==> src/sv/gbn_pkg.sv <==
// ----------------------------------------------------------------------------
// gbn_pkg
// Shared types and constants of the go-back-N sender window: sequence and
// slot sizes, item classification, queue status and the packed result word.
// ----------------------------------------------------------------------------
package gbn_pkg;

   // Sequence numbers and retransmit buffer
   localparam int SEQ_BITS     = 3;
   localparam int SEQ_COUNT    = 8;
   localparam int SLOTS        = 4;
   localparam int SLOT_BITS    = 2;
   localparam int LIMIT_BITS   = 3;
   localparam int DUP_BITS     = 2;
   localparam int PAYLOAD_BITS = 64;

   // Port payload widths
   localparam int FUNC_BITS     = 2;
   localparam int WORD_BITS     = 64;
   localparam int REQ_DATA_BITS = 72;
   localparam int RSP_DATA_BITS = 72;

   localparam logic [LIMIT_BITS-1:0] LIMIT_RESET = 3'd4;
   localparam logic [DUP_BITS-1:0]   DUP_TRIGGER = 2'd3;

   // Item kind codes as they arrive on the request channel
   localparam logic [FUNC_BITS-1:0] FUNC_SEND    = 2'd0;
   localparam logic [FUNC_BITS-1:0] FUNC_ACK     = 2'd1;
   localparam logic [FUNC_BITS-1:0] FUNC_TIMEOUT = 2'd2;

   // Timer actions
   localparam logic [1:0] TIMER_NONE  = 2'd0;
   localparam logic [1:0] TIMER_STOP  = 2'd1;
   localparam logic [1:0] TIMER_START = 2'd2;

   // Classified work handed from front to back
   typedef enum logic [1:0] {
      KIND_NONE    = 2'd0,
      KIND_SEND    = 2'd1,
      KIND_ACK     = 2'd2,
      KIND_TIMEOUT = 2'd3
   } kind_type;

   typedef struct packed {
      kind_type                  kind;
      logic [PAYLOAD_BITS-1:0]   payload;
      logic [SEQ_BITS-1:0]       ack_number;
   } cmd_type;

   typedef struct packed {
      logic empty;
      logic full;
   } queue_status_type;

   // Result word, laid out exactly as rsp_tdata (lowest field last here)
   typedef struct packed {
      logic [1:0]           timer_cmd;
      logic [WORD_BITS-1:0] tx_payload;
      logic [SEQ_BITS-1:0]  tx_seq;
      logic                 tx_valid;
      logic                 window_full;
      logic                 accepted;
   } result_type;

endpackage

==> src/sv/gbn_front.sv <==
// ----------------------------------------------------------------------------
// gbn_front
// Request intake: takes transfers while the queue has room, decodes the
// item kind and drops corrupt acks to a no-op before queuing.
// ----------------------------------------------------------------------------
module gbn_front (
   input  logic                              req_tvalid,
   output logic                              req_tready,
   input  logic [gbn_pkg::REQ_DATA_BITS-1:0] req_tdata,
   input  logic [gbn_pkg::FUNC_BITS-1:0]     req_tuser,
   input  gbn_pkg::queue_status_type         queue_status,
   output logic                              push,
   output gbn_pkg::cmd_type                  push_cmd
);
   import gbn_pkg::*;

   logic intact;

   assign req_tready = !queue_status.full;
   assign push       = req_tvalid && req_tready;
   assign intact     = req_tdata[WORD_BITS+SEQ_BITS];

   always_comb begin
      push_cmd.payload    = req_tdata[PAYLOAD_BITS-1:0];
      push_cmd.ack_number = req_tdata[WORD_BITS +: SEQ_BITS];
      case (req_tuser)
         FUNC_SEND:    push_cmd.kind = KIND_SEND;
         FUNC_ACK:     push_cmd.kind = intact ? KIND_ACK : KIND_NONE;
         FUNC_TIMEOUT: push_cmd.kind = KIND_TIMEOUT;
         default:      push_cmd.kind = KIND_NONE;
      endcase
   end

endmodule

==> src/sv/gbn_queue.sv <==
// ----------------------------------------------------------------------------
// gbn_queue
// Two-entry command queue between intake and execution.
// ----------------------------------------------------------------------------
module gbn_queue (
   input  logic                      clock,
   input  logic                      reset,
   input  logic                      push,
   input  gbn_pkg::cmd_type          push_cmd,
   input  logic                      pop,
   output gbn_pkg::cmd_type          head_cmd,
   output gbn_pkg::queue_status_type status
);
   import gbn_pkg::*;

   localparam int DEPTH    = 2;
   localparam int PTR_BITS = 1;

   cmd_type                 entry_ff [DEPTH];
   logic [PTR_BITS-1:0]     wr_ptr_ff, wr_ptr_in;
   logic [PTR_BITS-1:0]     rd_ptr_ff, rd_ptr_in;
   logic [PTR_BITS:0]       count_ff,  count_in;

   assign status.empty = (count_ff == '0);
   assign status.full  = (count_ff == (PTR_BITS+1)'(DEPTH));
   assign head_cmd     = entry_ff[rd_ptr_ff];

   always_comb begin
      wr_ptr_in = push ? wr_ptr_ff + 1'b1 : wr_ptr_ff;
      rd_ptr_in = pop  ? rd_ptr_ff + 1'b1 : rd_ptr_ff;
      count_in  = count_ff;
      if (push && !pop) begin
         count_in = count_ff + 1'b1;
      end else if (pop && !push) begin
         count_in = count_ff - 1'b1;
      end
   end

   always_ff @(posedge clock) begin
      if (reset) begin
         wr_ptr_ff <= '0;
         rd_ptr_ff <= '0;
         count_ff  <= '0;
      end else begin
         wr_ptr_ff <= wr_ptr_in;
         rd_ptr_ff <= rd_ptr_in;
         count_ff  <= count_in;
      end
   end

   always_ff @(posedge clock) begin
      if (push) begin
         entry_ff[wr_ptr_ff] <= push_cmd;
      end
   end

endmodule

==> src/sv/gbn_back.sv <==
// ----------------------------------------------------------------------------
// gbn_back
// Window engine: holds sequence state, retransmit slots and duplicate counters;
// runs one queued command per cycle into the result register unless stalled.
// ----------------------------------------------------------------------------
module gbn_back (
   input  logic                              clock,
   input  logic                              reset,
   input  logic                              csr_we,
   input  logic [gbn_pkg::LIMIT_BITS-1:0]    csr_wdata,
   input  gbn_pkg::cmd_type                  head_cmd,
   input  gbn_pkg::queue_status_type         queue_status,
   output logic                              pop,
   output logic                              rsp_tvalid,
   input  logic                              rsp_tready,
   output logic [gbn_pkg::RSP_DATA_BITS-1:0] rsp_tdata
);
   import gbn_pkg::*;

   logic [LIMIT_BITS-1:0]   limit_ff;
   logic [SEQ_BITS-1:0]     next_seq_ff,    next_seq_in;
   logic [SEQ_BITS-1:0]     window_base_ff, window_base_in;
   logic [SEQ_BITS-1:0]     slot_seq_ff     [SLOTS];
   logic [SEQ_BITS-1:0]     slot_seq_in     [SLOTS];
   logic [PAYLOAD_BITS-1:0] slot_payload_ff [SLOTS];
   logic [PAYLOAD_BITS-1:0] slot_payload_in [SLOTS];
   logic [DUP_BITS-1:0]     dup_count_ff    [SEQ_COUNT];
   logic [DUP_BITS-1:0]     dup_count_in    [SEQ_COUNT];
   result_type              result_ff, result_in;
   logic                    rsp_valid_ff, rsp_valid_in;

   logic [LIMIT_BITS-1:0]   eff_limit;
   logic [SEQ_BITS-1:0]     cnt;
   logic [SEQ_BITS-1:0]     ack_delta;
   logic [SEQ_BITS-1:0]     new_cnt;
   logic [SEQ_BITS-1:0]     src;
   logic [DUP_BITS-1:0]     dup_next;
   logic                    hit;

   assign pop        = !queue_status.empty && (!rsp_valid_ff || rsp_tready);
   assign rsp_tvalid = rsp_valid_ff;
   assign rsp_tdata  = result_ff;

   assign eff_limit = (limit_ff > LIMIT_BITS'(SLOTS)) ? LIMIT_BITS'(SLOTS) : limit_ff;
   assign cnt       = next_seq_ff - window_base_ff;
   assign ack_delta = head_cmd.ack_number - window_base_ff;

   always_comb begin
      next_seq_in    = next_seq_ff;
      window_base_in = window_base_ff;
      slot_seq_in    = slot_seq_ff;
      slot_payload_in = slot_payload_ff;
      dup_count_in   = dup_count_ff;
      result_in      = '0;
      dup_next       = '0;
      hit            = 1'b0;
      src            = '0;

      if (pop) begin
         case (head_cmd.kind)
            KIND_SEND: begin
               if (cnt < eff_limit) begin
                  slot_seq_in[cnt[SLOT_BITS-1:0]]     = next_seq_ff;
                  slot_payload_in[cnt[SLOT_BITS-1:0]] = head_cmd.payload;
                  result_in.accepted   = 1'b1;
                  result_in.tx_valid   = 1'b1;
                  result_in.tx_seq     = next_seq_ff;
                  result_in.tx_payload = WORD_BITS'(head_cmd.payload);
                  result_in.timer_cmd  = (cnt == '0) ? TIMER_START : TIMER_NONE;
                  next_seq_in          = next_seq_ff + 1'b1;
               end
            end
            KIND_ACK: begin
               if (ack_delta != '0 && ack_delta <= SEQ_BITS'(SLOTS)) begin
                  // slide: slot i takes slot i+ack_delta, top slots keep contents
                  for (int i = 0; i < SLOTS; i++) begin
                     src = SEQ_BITS'(i) + ack_delta;
                     if (src < SEQ_BITS'(SLOTS)) begin
                        slot_seq_in[i]     = slot_seq_ff[src[SLOT_BITS-1:0]];
                        slot_payload_in[i] = slot_payload_ff[src[SLOT_BITS-1:0]];
                     end
                  end
                  window_base_in      = head_cmd.ack_number;
                  result_in.timer_cmd = (head_cmd.ack_number == next_seq_ff) ?
                                        TIMER_STOP : TIMER_START;
               end else begin
                  dup_next = dup_count_ff[head_cmd.ack_number] + 1'b1;
                  if (dup_next == DUP_TRIGGER) begin
                     // resend lowest slot carrying this number
                     for (int i = 0; i < SLOTS; i++) begin
                        if (!hit && slot_seq_ff[i] == head_cmd.ack_number) begin
                           hit                  = 1'b1;
                           result_in.tx_valid   = 1'b1;
                           result_in.tx_seq     = slot_seq_ff[i];
                           result_in.tx_payload = WORD_BITS'(slot_payload_ff[i]);
                        end
                     end
                     dup_next = '0;
                  end
                  dup_count_in[head_cmd.ack_number] = dup_next;
               end
            end
            KIND_TIMEOUT: begin
               result_in.timer_cmd  = TIMER_START;
               result_in.tx_valid   = 1'b1;
               result_in.tx_seq     = slot_seq_ff[0];
               result_in.tx_payload = WORD_BITS'(slot_payload_ff[0]);
            end
            default: begin
            end
         endcase
      end

      new_cnt               = next_seq_in - window_base_in;
      result_in.window_full = (new_cnt >= eff_limit);

      if (pop) begin
         rsp_valid_in = 1'b1;
      end else if (rsp_tready) begin
         rsp_valid_in = 1'b0;
      end else begin
         rsp_valid_in = rsp_valid_ff;
      end
   end

   always_ff @(posedge clock) begin
      if (reset) begin
         limit_ff       <= LIMIT_RESET;
         next_seq_ff    <= '0;
         window_base_ff <= '0;
         rsp_valid_ff   <= 1'b0;
         for (int i = 0; i < SLOTS; i++) begin
            slot_seq_ff[i]     <= '0;
            slot_payload_ff[i] <= '0;
         end
         for (int i = 0; i < SEQ_COUNT; i++) begin
            dup_count_ff[i] <= '0;
         end
      end else begin
         if (csr_we) begin
            limit_ff <= csr_wdata;
         end
         next_seq_ff     <= next_seq_in;
         window_base_ff  <= window_base_in;
         rsp_valid_ff    <= rsp_valid_in;
         slot_seq_ff     <= slot_seq_in;
         slot_payload_ff <= slot_payload_in;
         dup_count_ff    <= dup_count_in;
      end
   end

   always_ff @(posedge clock) begin
      if (pop) begin
         result_ff <= result_in;
      end
   end

endmodule

==> src/sv/go_back_n_sender_window.sv <==
// A request transfer into an empty queue is written into a queue entry, then
//   popped and executed into the result register that drives rsp.
// Throughput: one item per cycle while rsp_tready holds high; the window
//   engine executes one queued command per cycle against the window state.
// Reset (synchronous, active high) empties the queue and result register,
//   zeroes sequence state, slots and duplicate counters, window_limit to 4.
// ----------------------------------------------------------------------------
// go_back_n_sender_window
// Sender side of a go-back-N link: 3-bit sequence numbers, four-slot
// retransmit buffer, fast retransmit on the third duplicate ack.
// ----------------------------------------------------------------------------
module go_back_n_sender_window (
   input  logic                              clock,
   input  logic                              reset,
   // request channel
   input  logic                              req_tvalid,
   output logic                              req_tready,
   // [63:0] payload, [66:64] ack_number, [67] ack_intact, [71:68] zero
   input  logic [gbn_pkg::REQ_DATA_BITS-1:0] req_tdata,
   // [1:0] func
   input  logic [gbn_pkg::FUNC_BITS-1:0]     req_tuser,
   // result channel
   output logic                              rsp_tvalid,
   input  logic                              rsp_tready,
   // [0] accepted, [1] window_full, [2] tx_valid, [5:3] tx_seq,
   // [69:6] tx_payload, [71:70] timer_cmd
   output logic [gbn_pkg::RSP_DATA_BITS-1:0] rsp_tdata,
   // window_limit register
   input  logic                              csr_we,
   input  logic [gbn_pkg::LIMIT_BITS-1:0]    csr_wdata
);
   import gbn_pkg::*;

   // Front side decodes each transfer into a command; the queue decouples it
   // from the back side, so intake keeps going while a result waits on rsp.
   logic             push;
   logic             pop;
   cmd_type          push_cmd;
   cmd_type          head_cmd;
   queue_status_type queue_status;

   gbn_front u_front (
      .req_tvalid   (req_tvalid),
      .req_tready   (req_tready),
      .req_tdata    (req_tdata),
      .req_tuser    (req_tuser),
      .queue_status (queue_status),
      .push         (push),
      .push_cmd     (push_cmd)
   );

   gbn_queue u_queue (
      .clock    (clock),
      .reset    (reset),
      .push     (push),
      .push_cmd (push_cmd),
      .pop      (pop),
      .head_cmd (head_cmd),
      .status   (queue_status)
   );

   // Back side owns the window: it pops only when the result register is
   // free or being drained, so no result is dropped or repeated.
   gbn_back u_back (
      .clock        (clock),
      .reset        (reset),
      .csr_we       (csr_we),
      .csr_wdata    (csr_wdata),
      .head_cmd     (head_cmd),
      .queue_status (queue_status),
      .pop          (pop),
      .rsp_tvalid   (rsp_tvalid),
      .rsp_tready   (rsp_tready),
      .rsp_tdata    (rsp_tdata)
   );

`ifndef SYNTHESIS
   // an accepted send is always transmitted
   assert property (@(posedge clock) disable iff (reset)
      rsp_tvalid && rsp_tdata[0] |-> rsp_tdata[2])
      else $error("accepted send without transmit");

   // no transmit means zero sequence and payload
   assert property (@(posedge clock) disable iff (reset)
      rsp_tvalid && !rsp_tdata[2] |-> rsp_tdata[69:3] == '0)
      else $error("idle transmit fields not cleared");

   // timer code stays in its defined range
   assert property (@(posedge clock) disable iff (reset)
      rsp_tvalid |-> rsp_tdata[71:70] != 2'd3)
      else $error("undefined timer command");

   // a request transfer is never lost between intake and execution
   assert property (@(posedge clock) disable iff (reset)
      req_tvalid && req_tready |=> !queue_status.empty)
      else $error("request transfer lost before queue");
`endif

endmodule

==> config.mk <==
export PLATFORM = sky130hd
export DESIGN_NAME = go_back_n_sender_window
export DESIGN_NICKNAME = d
export VERILOG_FILES = /design/src/sv/gbn_pkg.sv /design/src/sv/gbn_front.sv /design/src/sv/gbn_queue.sv /design/src/sv/gbn_back.sv /design/src/sv/go_back_n_sender_window.sv
export SDC_FILE = /design/constraint.sdc
export NUM_CORES = 2
export LEC_CHECK = 0
export BUFFER_PORTS_ARGS = -buffer_cell sky130_fd_sc_hd__buf_4
export CAP_MARGIN = 20
export CORE_AREA = 2 2 194 386
export DETAILED_ROUTE_END_ITERATION = 6
export DIE_AREA = 0 0 196 388
export PLACE_DENSITY = 0.67
export SLEW_MARGIN = 0
export SYNTH_ARGS = -nofsm -noshare
export SYNTH_HDL_FRONTEND = slang
export SYNTH_HIERARCHICAL = 1
export SYNTH_SLANG_ARGS = --single-unit
==> constraint.sdc <==
create_clock -name clock -period 15.2 [get_ports clock]
set_clock_uncertainty 0.2 [all_clocks]
set_input_delay 3.04 -clock clock [delete_from_list [all_inputs] [get_ports clock]]
set_output_delay 3.04 -clock clock [all_outputs]
set_load 0.02 [all_outputs]
* After elaboration in Yosys (flattened, before gate mapping)
Memories as Yosys holds them, arrays and structs flattened. A register that Yosys moved wholly into a read port is not among the register bits.
Index checks and enable logic that the tools add are counted.
** Storage, ports and cells
- Memories kept :: 1
- Bits in writable memories :: 138
- Logic and storage cells :: 212
- Register bits :: 370
- Input bits :: 82
- Output and inout port bits :: 74
** Operators by class
- Equality and inequality tests :: 18
- Reduce and logical (&&, ||, !) cells :: 31
- $lt $le $gt $ge :: 16
- Bitwise logic cells :: 7
- Mux-type cells :: 98
- Add/sub/neg operators :: 12
** Memories
- u_queue.entry_ff :: words 2, bits a word 69, rd ports 1, clocked after memory_dff 1, wr ports 1, RTL line gbn_queue.sv:19 : cmd_type entry_ff [DEPTH];
** Operators by type and width (count)
- 64-bit 2-to-1 mux :: 13
- 64-bit binary-select mux with 2-bit select :: 4
- 256-bit 2-to-1 mux :: 2
- 256-bit case mux with 2 select lines :: 1
- 68-bit 2-to-1 mux :: 6
- 256-bit bitwise mux :: 1
- 70-bit case mux with 3 select lines :: 1
- 64-bit demux with 2-bit select :: 1
- 70-bit 2-to-1 mux :: 1
- 3-bit 2-to-1 mux :: 20
- 2-bit 2-to-1 mux :: 13
- 3-bit binary-select mux with 2-bit select :: 4
- 12-bit 2-to-1 mux :: 2
- 12-bit case mux with 2 select lines :: 1
- 1-bit 2-to-1 mux :: 22
- 5-bit AND reduction :: 4
- 16-bit bitwise mux :: 1
- 3-bit == test :: 5
- 3-bit greater-or-equal comparator, second input constant :: 5
- 2-bit inverter with 3-bit output :: 5
- 12-bit bitwise mux :: 1
- 3-bit less-than comparator, second input constant :: 4
- 2-bit by 1-bit inequality test with 1-bit output, second input constant :: 6
- 2-bit == test, second input constant :: 5
- 29 further kinds :: 54

* Depth between registers and ports, before layout
- Depth in word-level cells :: 30
- Depth in mapped cells :: 18
- Mapped depth without buffers :: 16

* Cells and area by module
The synthesis kept the hierarchy.
** By module, submodules not included
- gbn_back :: times used 1, area an instance 28319.7 um2, sequential area each 8047.7 um2, cells an instance 3160
- gbn_queue :: times used 1, area an instance 5226.3 um2, sequential area each 4244.1 um2, cells an instance 237
- gbn_front :: times used 1, area an instance 530.5 um2, sequential area each 0.0 um2, cells an instance 72

* Least setup slack after synthesis
Ideal clock, no wire load.
- Path type :: input-to-reg
- Start point :: input rsp_tready
- End point :: register u_back.result_ff, in the netlist u_back/rsp_tdata[1], data pin
- Path slack :: 5991 ps
- Cell stages on the path :: 9
- Data arrival time :: 8756 ps
- Library setup time :: 254 ps
- Cell sequence :: nor2b_1 nor2_1 nand3_1 mux2_2 ha_1 fa_1 xor3_1 ha_1 a21o_1
** RTL lines
- start: declaration :: RTL line go_back_n_sender_window.sv:24 : input logic rsp_tready,
- end signal: assignment :: RTL line gbn_back.sv:154 : result_ff <= result_in;
- end: declaration :: RTL line gbn_back.sv:29 : result_type result_ff, result_in;

==> impl_metrics.py <==
metrics = {
    "floorplan": {
        "rows": 140,
        "initial_utilization_pct": 46.8,
        "die_area_sq_um": 76000,
        "ios": 156,
        "core_area_sq_um": 72900,
        "die_w_um": 196,
        "fp.dieH_um": 388,
    },
    "power_and_ir_drop": {
        "clock_power_share_pct": 16.5,
        "combPwrFrac_pct": 56.1,
        "p_sw_mw": 3.67,
        "switching_share_pct": 51.0,
        "p_seq_share_pct": 27.4,
        "ir_worst_vdd_v": 0.000201,
        "p_int_mw": 3.53,
        "leakage_nw": 11.5,
        "power-per-cell-area_nw_per_um2": 198,
    },
    "place": {
        "port_buffers": 151,
        "pre_cts_ws_ps": 8090,
        "dp_hpwl_um": 63900,
        "gp_congestion": 0.823,
    },
    "clocking": {
        "cts_max_path_buffers": 3,
        "cts_setup_buffers": 0,
        "cts.sinks": 509,
        "cts_resized": 0,
        "h-tree-depth": 2,
        "cts_root_buf": "clkbuf_16",
        "cts_tree": "yes",
        "clkLatencyLatePin_ps": 620,
        "clk_pin_slew_ps": 70,
        "cts_made_buffers": 47,
        "cts_hold_buf": 0,
    },
    "setup_path": {
        "worstSetupEndpointType": "flop",
        "critPathLaunchType": "flop",
        "cp.arrival_ps": 7350,
        "crit_fanout": 67,
        "crit_top_cell": "buf_4",
        "cpPeakStageDelay_ps": 1280,
        "criticalPathCategory": "flop to flop",
        "crit_chain": "buf_4 -> mux2_2 -> inv_1 -> ha_4 -> fa_4 -> buf_4 -> inv_1 -> ha_1 -> o31ai_1 -> and3_2 -> buf_4 -> o2111ai_1 -> a21oi_1",
        "required_ps": 15540,
        "cp_slowest_cell": "fa_4",
    },
    "drt": {
        "num_vias": 31500,
        "route.detailed.drc": 0,
        "viasPerCell": 7.51,
        "wl_per_cell_um": 29.9,
        "dr.pass1.iters": 6,
        "routed_wl_um": 125000,
        "antenna_left": 0,
        "drt_iter0_drc": 4602,
    },
    "global_route": {
        "grt_pass1_wl_um": 189000,
        "grt_max_degree": 200,
        "antenna_found_initial": 0,
        "grt_usage_pct": 32.2,
        "grt_pass1_vias": 30600,
        "grt-ovfl-total": 0,
    },
    "yosys": {
        "yosysSeqAreaShare_pct": 36.1,
        "synth_top_area_share_pct": 18.5,
        "ys_types": 56,
        "async_reset_ff_share_pct": 0,
        "avgSynthCellArea_sq_um": 9.82,
        "synth-edff-count": 210,
        "synth_top_flop_cell": "dfxtp_1",
        "synth_cells": 3469,
        "synth_most_common_cell": "nand2_1",
        "yosysTopAreaCell": "edfxtp_1",
        "synth_nets": 3568,
        "yosys_warnings": 6,
        "synth_commonest_cells": "474 x nand2_1, 318 x clkbuf_1, 299 x dfxtp_1, 293 x a21oi_1, 268 x mux4_2",
        "synth.area.top_cells": "edfxtp_1 19%, mux4_2 18%, dfxtp_1 18%",
        "synth_area_sq_um": 34100,
        "ys_ff_latch": 509,
    },
    "timing": {
        "worst_slew_pin_slew_ps": 1270,
        "fin_crit_sh_pct": 46.1,
        "rsz0062_at_grt": "false",
        "tns_ps": 0,
        "setup_viol": 0,
        "final_hold_viol_count": 0,
        "post-route-min-period_ps": 7010,
        "fin_hold_ws_ps": 273,
        "fmax_mhz": 143,
        "postLayoutSetupSlackWorst_ps": 8190,
        "maxSlewViolCount": 0,
        "maxSlewHeadroom_pct": 15.0,
    },
    "run": {
        "maxCapViolCount": 0,
    },
    "finish": {
        "area_growth_pct": 6.69,
        "fillers": 6651,
        "layout-drive-gt1-share_pct": 20.3,
        "multi_input_area_sq_um": 19400,
        "seq_area_sq_um": 12300,
        "num-nets-final": 3335,
    },
    "run_status": {
        "status": "finished, final reports clean",
    },
    "worst_hold_path": {
        "hold_class": "flop to flop",
    },
}
==> layout by cell type (no fill, tap or decap), types with 65 or more instances in the layout <==
cell type  netlist  layout
edfxtp_1       210     210
nor2_1          86      82
a211oi_1       134     134
and2_1          70      68
dfxtp_1        299     298
o32ai_1         66      66
o2111ai_1      134     134
o21ai_0        161     161
o41ai_1        134     134
nand3_1        157     154
nand2_1        474     469
o2bb2ai_1       65      65
inv_1           83      83
mux4_2         268     268
buf_4           71     212
a22oi_1         68      68
a221oi_1        67      67
a21oi_1        293     289
==> area by class of cell <==
cell class / instances / share of cell area (%)
sequential: 509 / 33.8
timing repair buffer: 218 / 4.67
antenna: 1 / 0.00688
clock buffer: 63 / 3.61
multi-input combinational: 2377 / 53.5
tap: 923 / 3.18
inverter: 83 / 0.857
clock inverter: 24 / 0.372
==> cell families after synthesis <==
kind of cell / after synthesis / synth area share [%]
muxes: 351 / 20.5
AOI/OAI and AO/OA: 1138 / 23.5
adders and majority gates: 17 / 0.690
DFF: 509 / 36.1
xor gates and xnor gates: 28 / 0.808
and+or+nand+nor: 843 / 10.9
buffers and inverters: 583 / 7.56
==> final timing paths <==
path                                        startpoint                                  endpoint  slack [ps]  depth (start not counted)
hold reg to reg   u_back/dup_count_ff[14]$_SDFFE_PP0P_      u_back/dup_count_ff[14]$_SDFFE_PP0P_         270                          2
setup reg to reg                                  flop  u_back/slot_payload_ff[163]$_SDFFE_PP0P_        8190                         13
setup / recovery                                  flop  u_back/slot_payload_ff[163]$_SDFFE_PP0P_        8190                         13
hold / removal    u_back/dup_count_ff[14]$_SDFFE_PP0P_      u_back/dup_count_ff[14]$_SDFFE_PP0P_         270                          2
==> through the flow <==
stage,utilization [%],power [mW],std cells,instance area [sq um]
final,49.9,7.20,4198,36400
after global routing,49.9,7.40,4197,36400
after CTS,49.8,7.06,4195,36300
after detailed placement,47.9,5.88,4108,34900
after global placement,47.9,5.85,4108,34900
after floorplan,-,4.50,3469,34100
==> sequential cells by signal, indices dropped and copies added (netlist names), named ones only <==
signal,cells
u_back/rsp_tdata,72
u_back/next_seq_ff,3
u_back/dup_count_ff,16
u_back/slot_seq_ff,12
u_queue/count_ff,2
u_queue/wr_ptr_ff,1
u_queue/entry_ff,138
u_back/rsp_tvalid,1
u_back/slot_payload_ff,256
u_back/window_base_ff,3
u_queue/rd_ptr_ff,1
u_back/limit_ff,3
==> power groups by stage <==
stage,clock [mW],combinational (mW),sequential [mW]
after floorplan,0,2.45,2.06
after global placement,0,3.86,1.99
after detailed placement,0,3.89,2.00
after CTS,1.20,3.89,1.97
after global routing,1.24,4.16,2.01
final,1.19,4.04,1.97
==> critical path, delay by kind of cell (launching register included) <==
family,cells,cell delay [ps]
AOI/OAI and AO/OA,3,540
adders and majority gates,3,1810
buffers and inverters,5,2680
DFF,1,620
muxes,1,600
and+or+nand+nor,1,250
==> routing by layer <==
metal	GRT usage, %	up-vias	part of all wire [%]
li1	-	13000	-
met1	37.5	15500	34
met2	52.9	2432	48
met3	5.28	606	10
met4	24.8	0	8.3
met5	0	-	0
No activity file was read; power rests on OpenSTA's default activity.
